[src/hdl/snup_pkg.sv]
`default_nettype none

package snup_pkg;

	// Field sizes and limits of the parser.
	localparam int UUID_BYTES = 16;
	localparam int SIZE_BITS  = 24;
	localparam int TYPE_BITS  = 16;
	localparam int UUID_CNT_W = $clog2(UUID_BYTES + 1);

	// Byte codes seen in the stream.
	localparam logic [7:0] START_BYTE    = 8'h01;
	localparam logic [7:0] EPB_BYTE      = 8'h03;
	localparam logic [7:0] EXT_BYTE      = 8'hFF;
	localparam logic [4:0] NAL_TYPE_SEI  = 5'h06;
	localparam logic [TYPE_BITS-1:0] SEI_TYPE_UNREG = TYPE_BITS'(5);

	typedef enum logic [3:0] {
		PH_SYNC,
		PH_HEAD,
		PH_TYPE,
		PH_SIZE,
		PH_UUID,
		PH_BODY,
		PH_TAIL,
		PH_SHORT,
		PH_FAIL
	} phase_t;

	typedef enum logic [2:0] {
		ST_OK         = 3'd0,
		ST_NO_START   = 3'd1,
		ST_NOT_SEI    = 3'd2,
		ST_TRUNC_HEAD = 3'd3,
		ST_TOO_LONG   = 3'd4,
		ST_UUID_SHORT = 3'd5
	} status_t;

	// One result transaction as it leaves the parser core.
	typedef struct packed {
		logic [7:0]           out_byte;
		logic                 byte_valid;
		logic                 is_uuid_byte;
		logic [TYPE_BITS-1:0] sei_type;
		logic                 done_res;
		status_t              status;
	} result_t;

endpackage

`default_nettype wire

[src/hdl/snup_in_if.sv]
`default_nettype none

interface snup_in_if;
	logic       valid;
	logic       ready;
	logic [7:0] nal_byte;
	logic       final_byte;

	modport source (output valid, output nal_byte, output final_byte, input ready);
	modport sink (input valid, input nal_byte, input final_byte, output ready);
endinterface

`default_nettype wire

[src/hdl/snup_out_if.sv]
`default_nettype none

interface snup_out_if;
	logic        valid;
	logic        ready;
	logic [7:0]  out_byte;
	logic        byte_valid;
	logic        is_uuid_byte;
	logic [15:0] sei_type;
	logic        done_res;
	logic [2:0]  status;

	modport source (output valid, output out_byte, output byte_valid, output is_uuid_byte,
		output sei_type, output done_res, output status, input ready);
	modport sink (input valid, input out_byte, input byte_valid, input is_uuid_byte,
		input sei_type, input done_res, input status, output ready);
endinterface

`default_nettype wire

[src/hdl/sei_nal_unit_parser.sv]
`default_nettype none

// SEI NAL unit parser. Takes one raw Annex B byte per transaction, start code included,
// with final_byte on the last byte of the unit, and returns a result transaction for
// every UUID or payload byte it extracts and for the final byte (done_res with status).
// Emulation-prevention bytes are removed and only the first SEI message is handled.
// A new byte is accepted in every cycle unless a held result waits on a stalled output;
// a byte passes through the input register and then the parser step, which fills the result
// register. Bytes that yield no result simply disappear inside the pipe. The parser
// returns to its reset state after each final byte, ready for the next unit.

module sei_nal_unit_parser import snup_pkg::*; (
	input wire logic  clk,
	input wire logic  arst_n,
	snup_in_if.sink   nal,
	snup_out_if.source sei
);

	logic       v_s1;
	logic [7:0] byte_s1;
	logic       last_s1;
	logic       v_s2;
	result_t    res_s2;
	logic       advance;
	logic       has_result;
	result_t    result;

	// The parser step runs when a byte is held in the input register and the result register can take its outcome.
	assign advance   = v_s1 && (!v_s2 || sei.ready);
	assign nal.ready = !v_s1 || advance;

	// Input register.
	always_ff @(posedge clk or negedge arst_n) begin
		if (!arst_n) begin
			v_s1 <= 1'b0;
		end else if (nal.ready) begin
			v_s1 <= nal.valid;
		end
	end

	always_ff @(posedge clk) begin
		if (nal.ready && nal.valid) begin
			byte_s1 <= nal.nal_byte;
			last_s1 <= nal.final_byte;
		end
	end

	snup_parse_core u_core (
		.clk        (clk),
		.arst_n     (arst_n),
		.step_en    (advance),
		.nal_byte   (byte_s1),
		.final_byte (last_s1),
		.has_result (has_result),
		.result     (result)
	);

	// Result register.
	always_ff @(posedge clk or negedge arst_n) begin
		if (!arst_n) begin
			v_s2 <= 1'b0;
		end else if (advance) begin
			v_s2 <= has_result;
		end else if (sei.ready) begin
			v_s2 <= 1'b0;
		end
	end

	always_ff @(posedge clk) begin
		if (advance && has_result) begin
			res_s2 <= result;
		end
	end

	assign sei.valid        = v_s2;
	assign sei.out_byte     = res_s2.out_byte;
	assign sei.byte_valid   = res_s2.byte_valid;
	assign sei.is_uuid_byte = res_s2.is_uuid_byte;
	assign sei.sei_type     = res_s2.sei_type;
	assign sei.done_res     = res_s2.done_res;
	assign sei.status       = res_s2.status;

	// A result carries either an extracted byte or the end of the unit.
	a_result_has_reason: assert property (@(posedge clk) disable iff (!arst_n)
		sei.valid |-> (sei.byte_valid || sei.done_res))
		else $error("result transaction with neither byte nor done");

	// A status is reported only with done.
	a_status_only_done: assert property (@(posedge clk) disable iff (!arst_n)
		(sei.valid && !sei.done_res) |-> (sei.status == ST_OK))
		else $error("nonzero status without done");

	// A UUID tag never appears without an extracted byte.
	a_uuid_is_byte: assert property (@(posedge clk) disable iff (!arst_n)
		(sei.valid && sei.is_uuid_byte) |-> sei.byte_valid)
		else $error("UUID tag on a result without a byte");

endmodule

`default_nettype wire

[src/hdl/snup_parse_core.sv]
`default_nettype none

module snup_parse_core import snup_pkg::*; (
	input  wire logic       clk,
	input  wire logic       arst_n,
	input  wire logic       step_en,
	input  wire logic [7:0] nal_byte,
	input  wire logic       final_byte,
	output logic            has_result,
	output result_t         result
);

	phase_t                 phase_q, phase_u;
	logic [1:0]             zero_run_q, zero_run_u;
	logic [TYPE_BITS-1:0]   type_q, type_u;
	logic [SIZE_BITS-1:0]   size_q, size_u;
	logic [SIZE_BITS-1:0]   left_q, left_u;
	logic [UUID_CNT_W-1:0]  uuid_cnt_q, uuid_cnt_u;
	status_t                err_q, err_u;

	logic                   in_payload;
	logic                   drop;
	logic [TYPE_BITS:0]     type_sum;
	logic [SIZE_BITS:0]     size_sum;
	logic [SIZE_BITS-1:0]   left_dec;
	logic                   emit;
	logic                   is_uuid;
	status_t                status;

	// Phases in which emulation-prevention bytes are tracked and removed.
	assign in_payload = (phase_q == PH_TYPE) || (phase_q == PH_SIZE) ||
		(phase_q == PH_UUID) || (phase_q == PH_BODY) || (phase_q == PH_SHORT);
	assign drop     = in_payload && (nal_byte == EPB_BYTE) && (zero_run_q >= 2'd2);
	assign type_sum = {1'b0, type_q} + (TYPE_BITS + 1)'(nal_byte);
	assign size_sum = {1'b0, size_q} + (SIZE_BITS + 1)'(nal_byte);
	assign left_dec = left_q - SIZE_BITS'(1);

	// Next state of the parser after this byte, before the end-of-unit reset.
	always_comb begin
		phase_u    = phase_q;
		zero_run_u = zero_run_q;
		type_u     = type_q;
		size_u     = size_q;
		left_u     = left_q;
		uuid_cnt_u = uuid_cnt_q;
		err_u      = err_q;
		unique case (phase_q)
			PH_SYNC: begin
				if (nal_byte == 8'h00 && zero_run_q != 2'd3) begin
					zero_run_u = zero_run_q + 2'd1;
				end else if (nal_byte == START_BYTE && zero_run_q >= 2'd2) begin
					phase_u    = PH_HEAD;
					zero_run_u = '0;
				end else begin
					phase_u = PH_FAIL;
					err_u   = ST_NO_START;
				end
			end
			PH_HEAD: begin
				if (nal_byte[4:0] == NAL_TYPE_SEI) begin
					phase_u    = PH_TYPE;
					zero_run_u = '0;
				end else begin
					phase_u = PH_FAIL;
					err_u   = ST_NOT_SEI;
				end
			end
			PH_TYPE, PH_SIZE, PH_UUID, PH_BODY, PH_SHORT: begin
				// Zero-run tracking for emulation prevention.
				if (drop) begin
					zero_run_u = '0;
				end else if (nal_byte == 8'h00) begin
					if (zero_run_q < 2'd2) begin
						zero_run_u = zero_run_q + 2'd1;
					end
				end else begin
					zero_run_u = '0;
				end
				if (!drop) begin
					case (phase_q)
						PH_TYPE: begin
							type_u = type_sum[TYPE_BITS] ? '1 : type_sum[TYPE_BITS-1:0];
							if (nal_byte != EXT_BYTE) begin
								phase_u = PH_SIZE;
							end
						end
						PH_SIZE: begin
							size_u = size_sum[SIZE_BITS] ? '1 : size_sum[SIZE_BITS-1:0];
							if (nal_byte != EXT_BYTE) begin
								left_u = size_u;
								if (type_q == SEI_TYPE_UNREG) begin
									phase_u = (size_u < SIZE_BITS'(UUID_BYTES)) ?
										PH_SHORT : PH_UUID;
								end else begin
									phase_u = (size_u == '0) ? PH_TAIL : PH_BODY;
								end
							end
						end
						PH_SHORT: begin
							if (left_q != '0) begin
								left_u = left_dec;
							end
						end
						PH_UUID: begin
							left_u = left_dec;
							if (uuid_cnt_q == UUID_CNT_W'(UUID_BYTES - 1)) begin
								uuid_cnt_u = '0;
								phase_u    = (left_dec == '0) ? PH_TAIL : PH_BODY;
							end else begin
								uuid_cnt_u = uuid_cnt_q + UUID_CNT_W'(1);
							end
						end
						default: begin
							left_u = left_dec;
							if (left_dec == '0) begin
								phase_u = PH_TAIL;
							end
						end
					endcase
				end
			end
			default: begin
				// Failed or past the payload: bytes are ignored.
			end
		endcase
	end

	// Outputs of the step: extracted byte and end-of-unit status.
	always_comb begin
		emit    = !drop && ((phase_q == PH_UUID) || (phase_q == PH_BODY));
		is_uuid = !drop && (phase_q == PH_UUID);
		status  = ST_OK;
		if (final_byte) begin
			unique case (phase_u)
				PH_SYNC, PH_HEAD: status = ST_NO_START;
				PH_TYPE, PH_SIZE: status = ST_TRUNC_HEAD;
				PH_SHORT:         status = (left_u != '0) ? ST_TOO_LONG : ST_UUID_SHORT;
				PH_FAIL:          status = err_u;
				default:          status = (left_u != '0) ? ST_TOO_LONG : ST_OK;
			endcase
		end
		has_result          = step_en && (emit || final_byte);
		result.out_byte     = emit ? nal_byte : 8'h00;
		result.byte_valid   = emit;
		result.is_uuid_byte = is_uuid;
		result.sei_type     = type_u;
		result.done_res     = final_byte;
		result.status       = status;
	end

	// Parser state; the last byte of a unit returns it to the reset state.
	always_ff @(posedge clk or negedge arst_n) begin
		if (!arst_n) begin
			phase_q    <= PH_SYNC;
			zero_run_q <= '0;
			type_q     <= '0;
			size_q     <= '0;
			left_q     <= '0;
			uuid_cnt_q <= '0;
			err_q      <= ST_OK;
		end else if (step_en) begin
			if (final_byte) begin
				phase_q    <= PH_SYNC;
				zero_run_q <= '0;
				type_q     <= '0;
				size_q     <= '0;
				left_q     <= '0;
				uuid_cnt_q <= '0;
				err_q      <= ST_OK;
			end else begin
				phase_q    <= phase_u;
				zero_run_q <= zero_run_u;
				type_q     <= type_u;
				size_q     <= size_u;
				left_q     <= left_u;
				uuid_cnt_q <= uuid_cnt_u;
				err_q      <= err_u;
			end
		end
	end

endmodule

`default_nettype wire
[src/flat_wrapper.sv]
// flat-port wrapper written by rule: the top's interface ports become plain ports
module sei_nal_unit_parser_flat import snup_pkg::*;
  (clk, arst_n, nal_valid, nal_nal_byte, nal_final_byte, nal_ready, sei_valid, sei_out_byte, sei_byte_valid, sei_is_uuid_byte, sei_sei_type, sei_done_res, sei_status, sei_ready);
  snup_in_if nal_i ();
  snup_out_if sei_i ();
  input wire logic clk;
  input wire logic arst_n;
  input wire logic [$bits(nal_i.valid)-1:0] nal_valid;
  input wire logic [$bits(nal_i.nal_byte)-1:0] nal_nal_byte;
  input wire logic [$bits(nal_i.final_byte)-1:0] nal_final_byte;
  output wire logic [$bits(nal_i.ready)-1:0] nal_ready;
  output wire logic [$bits(sei_i.valid)-1:0] sei_valid;
  output wire logic [$bits(sei_i.out_byte)-1:0] sei_out_byte;
  output wire logic [$bits(sei_i.byte_valid)-1:0] sei_byte_valid;
  output wire logic [$bits(sei_i.is_uuid_byte)-1:0] sei_is_uuid_byte;
  output wire logic [$bits(sei_i.sei_type)-1:0] sei_sei_type;
  output wire logic [$bits(sei_i.done_res)-1:0] sei_done_res;
  output wire logic [$bits(sei_i.status)-1:0] sei_status;
  input wire logic [$bits(sei_i.ready)-1:0] sei_ready;
  assign nal_i.valid = nal_valid;
  assign nal_i.nal_byte = nal_nal_byte;
  assign nal_i.final_byte = nal_final_byte;
  assign nal_ready = nal_i.ready;
  assign sei_valid = sei_i.valid;
  assign sei_out_byte = sei_i.out_byte;
  assign sei_byte_valid = sei_i.byte_valid;
  assign sei_is_uuid_byte = sei_i.is_uuid_byte;
  assign sei_sei_type = sei_i.sei_type;
  assign sei_done_res = sei_i.done_res;
  assign sei_status = sei_i.status;
  assign sei_i.ready = sei_ready;
  sei_nal_unit_parser u_core (.clk(clk), .arst_n(arst_n), .nal(nal_i), .sei(sei_i));
endmodule
[config.mk]
export PLATFORM = sky130hd
export DESIGN_NAME = sei_nal_unit_parser_flat
export DESIGN_NICKNAME = d
export VERILOG_FILES = /design/src/hdl/snup_pkg.sv /design/src/hdl/snup_in_if.sv /design/src/hdl/snup_out_if.sv /design/src/hdl/sei_nal_unit_parser.sv /design/src/hdl/snup_parse_core.sv /design/src/flat_wrapper.sv
export SDC_FILE = /design/constraint.sdc
export NUM_CORES = 1
export LEC_CHECK = 0
export ABC_CLOCK_PERIOD_IN_PS = 4100
export BUFFER_PORTS_ARGS = -buffer_cell sky130_fd_sc_hd__buf_2
export CORE_ASPECT_RATIO = 0.6
export CORE_MARGIN = 1
export CORE_UTILIZATION = 50
export DETAILED_ROUTE_END_ITERATION = 8
export GPL_TIMING_DRIVEN = 1
export PLACE_DENSITY = 0.67
export RECOVER_POWER = 50
export SYNTH_ARGS = -nofsm -noshare
export SYNTH_HDL_FRONTEND = slang
export SYNTH_SLANG_ARGS = --single-unit
[constraint.sdc]
create_clock -name clk -period 4.1 [get_ports clk]
set_input_delay 1.23 -clock clk [delete_from_list [all_inputs] [get_ports clk]]
set_output_delay 1.23 -clock clk [all_outputs]
set_load 0.005 [all_outputs]
# Yosys cells after proc, flatten, opt, wreduce, memory -nomap -nowiden
# Index checks and enable logic that the tools add are counted.
# Widths: inputs -> output; s select.
# word_totals
register_bits	119
in_bits	13
output_inout_bits	32
word_cells	140
# classes
n_addsub	5
n_lt_le_gt_ge	3
eq_ne	22
mux	54
n_reduce_logical	39
# op_table
cell	n
$mux 24	10
$mux 16	5
$pmux 24 s3	1
$logic_not 24->1	2
$reduce_bool 24->1	2
$mux 4	9
$add 24x8->25	1
$mux 5	5
$lt 24x5->1 const B	1
$sub 24x1->24 const B	1
$mux 2	11
$add 16x8->17	1
$eq 16x3->1 const B	1
$eq 4x2->1 const B	4
$eq 4x3->1 const B	4
$pmux 4 s4	1
$mux 3	5
$pmux 3 s4	1
$pmux 4 s3	1
$logic_and 1x1->1	10
$eq 4x1->1 const B	2
$eq 8x1->1 const B	1
$eq 8x2->1 const B	1
$logic_not 4->1	2
25 further kinds	41

# Longest topological paths before layout
# logic_depth
depth_word	12
mapped_depth	14
ltp_nobuf	13

# Modules after synthesis
# A second synthesis with hierarchy kept.
# unflattened
hier_cells	968
hier_area_um2	8474.4
# by_module_without_submodules
mod	n_inst	cells_per_inst	area_per_inst_um2	seq_area_each_um2
snup_parse_core	1	919	7194.4	1951.9
sei_nal_unit_parser	1	49	1280.0	1221.2

# Least setup slack after synthesis
# No wires, ideal clock.
# synth_path
kind	register to register
start	reg u_core.byte_s1[0]
end	reg u_core.res_s2, in the netlist u_core.sei.status[1] (data pin)
setup_ns	0.256
arrival_ns	3.454
required_ns	3.844
path_slack_ns	0.390
stages_incl_launch_ff	14
path_buffers	1
period_less_slack_ns	3.710
path_cell_list	edfxtp_1 ha_1 fa_1 a211oi_1 nor4_1 o211a_1 buf_2 nor4b_1 inv_1 a2111oi_0 nand3_1 a32oi_1 or3_1 a21oi_1
# synth_between
elab_chain_cells	12
elab_cells_between_ends	37
classes_between	add/sub (1); order compare (1); eq/ne (9); mux (17); reduce/logical (9)
# synth_lines
element	line	text
from (decl)	sei_nal_unit_parser.sv:20	logic [7:0] byte_s1;
from (signal assigned)	sei_nal_unit_parser.sv:43	byte_s1 <= nal.nal_byte;
$add 24x8->25	snup_parse_core.sv:35	assign size_sum = {1'b0, size_q} + (SIZE_BITS + 1)'(nal_byte);
$mux 24	snup_parse_core.sv:88	size_u = size_sum[SIZE_BITS] ? '1 : size_sum[SIZE_BITS-1:0];
$lt 24x5->1 or $logic_not 24->1 (tied branches)	snup_parse_core.sv:92, snup_parse_core.sv:95	
$mux 2 (on tied branches)	snup_parse_core.sv:92, snup_parse_core.sv:95	
$mux 2	snup_parse_core.sv:91	if (type_q == SEI_TYPE_UNREG) begin
$mux 4	snup_parse_core.sv:89	if (nal_byte != EXT_BYTE) begin
$pmux 4 s4	snup_parse_core.sv:80	case (phase_q)
$mux 4	snup_parse_core.sv:79	if (!drop) begin
$pmux 4 s3	snup_parse_core.sv:47	unique case (phase_q)
$eq 4x2->1 (tied with other cells)	snup_parse_core.sv:134	unique case (phase_u)
$reduce_or 2->1	snup_parse_core.sv:134	
$pmux 3 s4 *	snup_parse_core.sv:134	
to (signal assigned)	sei_nal_unit_parser.sv:71	res_s2 <= result;
to (decl)	sei_nal_unit_parser.sv:23	result_t res_s2;
# Every way passes the cells marked *; elsewhere a longest branch is shown, timed or not.
# A chain may end at the register's enable or synchronous reset.

# Worst setup path in the final report
# layout_path
start	reg u_core.byte_s1[0]
end	reg u_core.res_s2, in the netlist u_core.sei.status[2] (data pin)
# The elaborated chain is that of the path after synthesis.

==> reports/results.ini <==
[sta]
timing.fmax_mhz=256.0
fin_tns_setup_ns=0
fin_skew_ns=0.009198
fin_crit_sh=0.9527
rsz0062_at_grt=false
finalCriticalPeriod_ns=3.906
worst_pin_slew_ns=1.615
setup_viol=0
final-hold-violation-count=0
fin_hold_ws_ns=0.4921
drv_slew=57
relSlewSlack=-0.07664

[synth]
avgSynthCellArea_um2=8.508
yosysTopAreaCell=dfrtp_1
ys_seq_area_frac=0.3861
yosysTopAreaCellShare=0.2436
yosys-top-cells-area=dfrtp_1 24%, edfxtp_1 14%, o21ai_0 4.4%
yosysUniqueCellTypes=79
yosys_warnings=0
synth-edff-count=39
ys.flop_type=dfrtp_1
synth.most_common_cell=nand2_1
synth.top_cells.by_count=97 x nand2_1, 91 x nor2_1, 80 x dfrtp_1
synthArstFlopShare=0.6723
synth-seq-cells=119
syn-num-nets=1003
syn-cell-area_um2=8219
syn_inst=966

[cells_and_area]
drive_gt1_frac=0.1557
final_nets=1071
n_antenna_cell=0
fill_cells=1363
final_util=0.6090
final_cell_count_no_fill=1250
areaGrowthSynthToFinish_pct=16.49

[setup_path]
end_kind=register
required_ns=4.28
arrival_ns=4.08
cp-start-kind=register
critPathMaxFanout=12
path_class=register to register

[clock_network]
clk_pin_slew_ns=0.06
post_cts_resized=0
clk_latency_ns=0.43
htree_levels=4
cts-hold-fix-buffers=0
cts_made_buffers=17
post_cts_buffers=0
root_buffer=clkbuf_16
cts_buffer_depth=2
cts_tree=built
cts_sinks=119

[grt]
grt_max_degree=57
grt_util_all_layers=0.3551
grt_pass1_wl_um=45250
antenna_found_initial=0
overflow=0
grt_pass1_vias=7640

[floorplan]
coreArea_um2=15720
die_w_um=167.5
fp.dieArea_um2=16970
core.rowCount=35
die_h_um=101.3
io_pins=45
start_util=0.5228

[drt]
route.detailed.drc=0
dr_total_vias=8449
drtAntennaViolNets=0
initialDrtViolationCount=1365
postRouteWirelength_um=28730
vias_per_cell=6.759
wire_per_inst_um=22.98
drt_pass1_iterations=6

[pwr]
p_leak_nw=3.976
combPwrFrac=0.243
switching_share=0.3306
sequentialPowerShare=0.362
ir_drop_v=0.0003129
p_int_mw=2.606
finalPower_mw=3.892
switching_power_mw=1.287
clkPwrFrac=0.395
p_per_area_nw_per_um2=406.5

[placement]
hpwl_um=21040
gp_congestion=0.9884
io_buffers=44
dp.cells=1218

[outcome]
status=complete, but fails checks
violations=capacitance limit, slew limit

[worst_hold_path]
holdCritPathClass=register to register

[job]
cap_violations=1

## routing by layer
layer	vias up	global-route usage	wire length [um]
li1	3800	-	-
met1	3998	0.5527	13770
met2	613	0.4484	10510
met3	38	0.1317	4103
met4	0	0.08398	346
met5	-	0	0
## critical path: stages, from the launching register on
cell and delay, ns:
edfxtp_1 0.41, ha_1 0.23, fa_1 0.41, a211oi_1 0.31
nor4_1 0.11, o211a_1 0.40, buf_4 0.24, nor4_1 0.44
o32a_2 0.23, nand4b_1 0.15, nor4_2 0.44, a221o_1 0.22
o211ai_1 0.08
## through the flow
stage	cell area [um2]	worst slack, ns
after global routing	9574	0.001388
final	9574	0.1941
after CTS	9555	0.2291
after floorplan	8219	0.3899
after global placement	8967	0.2285
after detailed placement	8967	0.2031
## worst paths after layout
check                                              from                       end  slack, ns  cells past startpoint
worst max-delay path                  u_core.byte_s1[0]      u_core.sei.status[2]       0.19                     12
worst min-delay path            u_core.u_core.size_q[6]   u_core.u_core.size_q[6]       0.49                      1
worst max register to register        u_core.byte_s1[0]      u_core.sei.status[2]       0.19                     12
worst min register to register  u_core.u_core.size_q[6]   u_core.u_core.size_q[6]       0.49                      1
max in group asynchronous                        arst_n  u_core.u_core.left_q[21]       1.50                      2
min in group asynchronous                        arst_n   u_core.u_core.type_q[9]       1.21                      1
## cell type report
type                            count  area (um2)  share of cell area
Sequential cell                   119        3173              0.3314
Tap cell                          203       254.0             0.02653
Timing Repair Buffer              114       720.7             0.07527
Clock inverter                     13       155.1             0.01620
Inverter                           28       105.1             0.01098
Multi-Input combinational cell    754        4733              0.4944
Clock buffer                       19       432.9             0.04522
## power groups by stage
stage | Combinational (mW) | Clock (mW) | Sequential (mW)
2_1_floorplan | 0.593 | 0 | 1.39
3_3_place_gp | 0.890 | 0 | 1.42
3_5_place_dp | 0.887 | 0 | 1.42
4_1_cts | 0.897 | 1.55 | 1.40
5_1_grt | 1.01 | 1.61 | 1.42
6_report | 0.947 | 1.54 | 1.41
## flip-flops by register name (all words and copies together) (netlist names), 3 cells and up
name	cells
u_core.byte_s1	8
u_core.sei.out_byte	8
u_core.u_core.type_q	16
u_core.sei.sei_type	16
u_core.u_core.size_q	24
u_core.u_core.uuid_cnt_q	5
u_core.u_core.err_q	3
u_core.u_core.left_q	24
u_core.u_core.phase_q	4
u_core.sei.status	3
## cell families (layout without fill, tap and decap cells)
group,Yosys count,count (layout),synth area share
muxes,11,11,0.01385
xor gates and xnor gates,20,20,0.02131
buffers and inverters,93,174,0.04445
DFF,119,119,0.3861
AOI/OAI and AO/OA,292,292,0.2399
adders and majority gates,24,24,0.03836
and+or+nand+nor,407,407,0.2561
## layout by cell type, fill, tap and decap left out, drive strengths merged, types with 6 or more instances in the layout
master	n
a211oi	13
a21o	8
a21oi	53
a22o	16
a31oi	15
and2	14
and3	13
buf	99
clkbuf	34
dfrtp	80
edfxtp	39
ha	22
inv	29
mux2i	8
nand2	97
nand2b	6
nand3	33
nand4	26
nor2	91
nor3	33
nor4	26
nor4b	8
o211ai	9
o21a	12
o21ai	79
o22a	13
o22ai	10
o31ai	17
or2	9
or3	18
or4	11
xnor2	14
xor2	6
No activity file was read; power rests on OpenSTA's default activity.
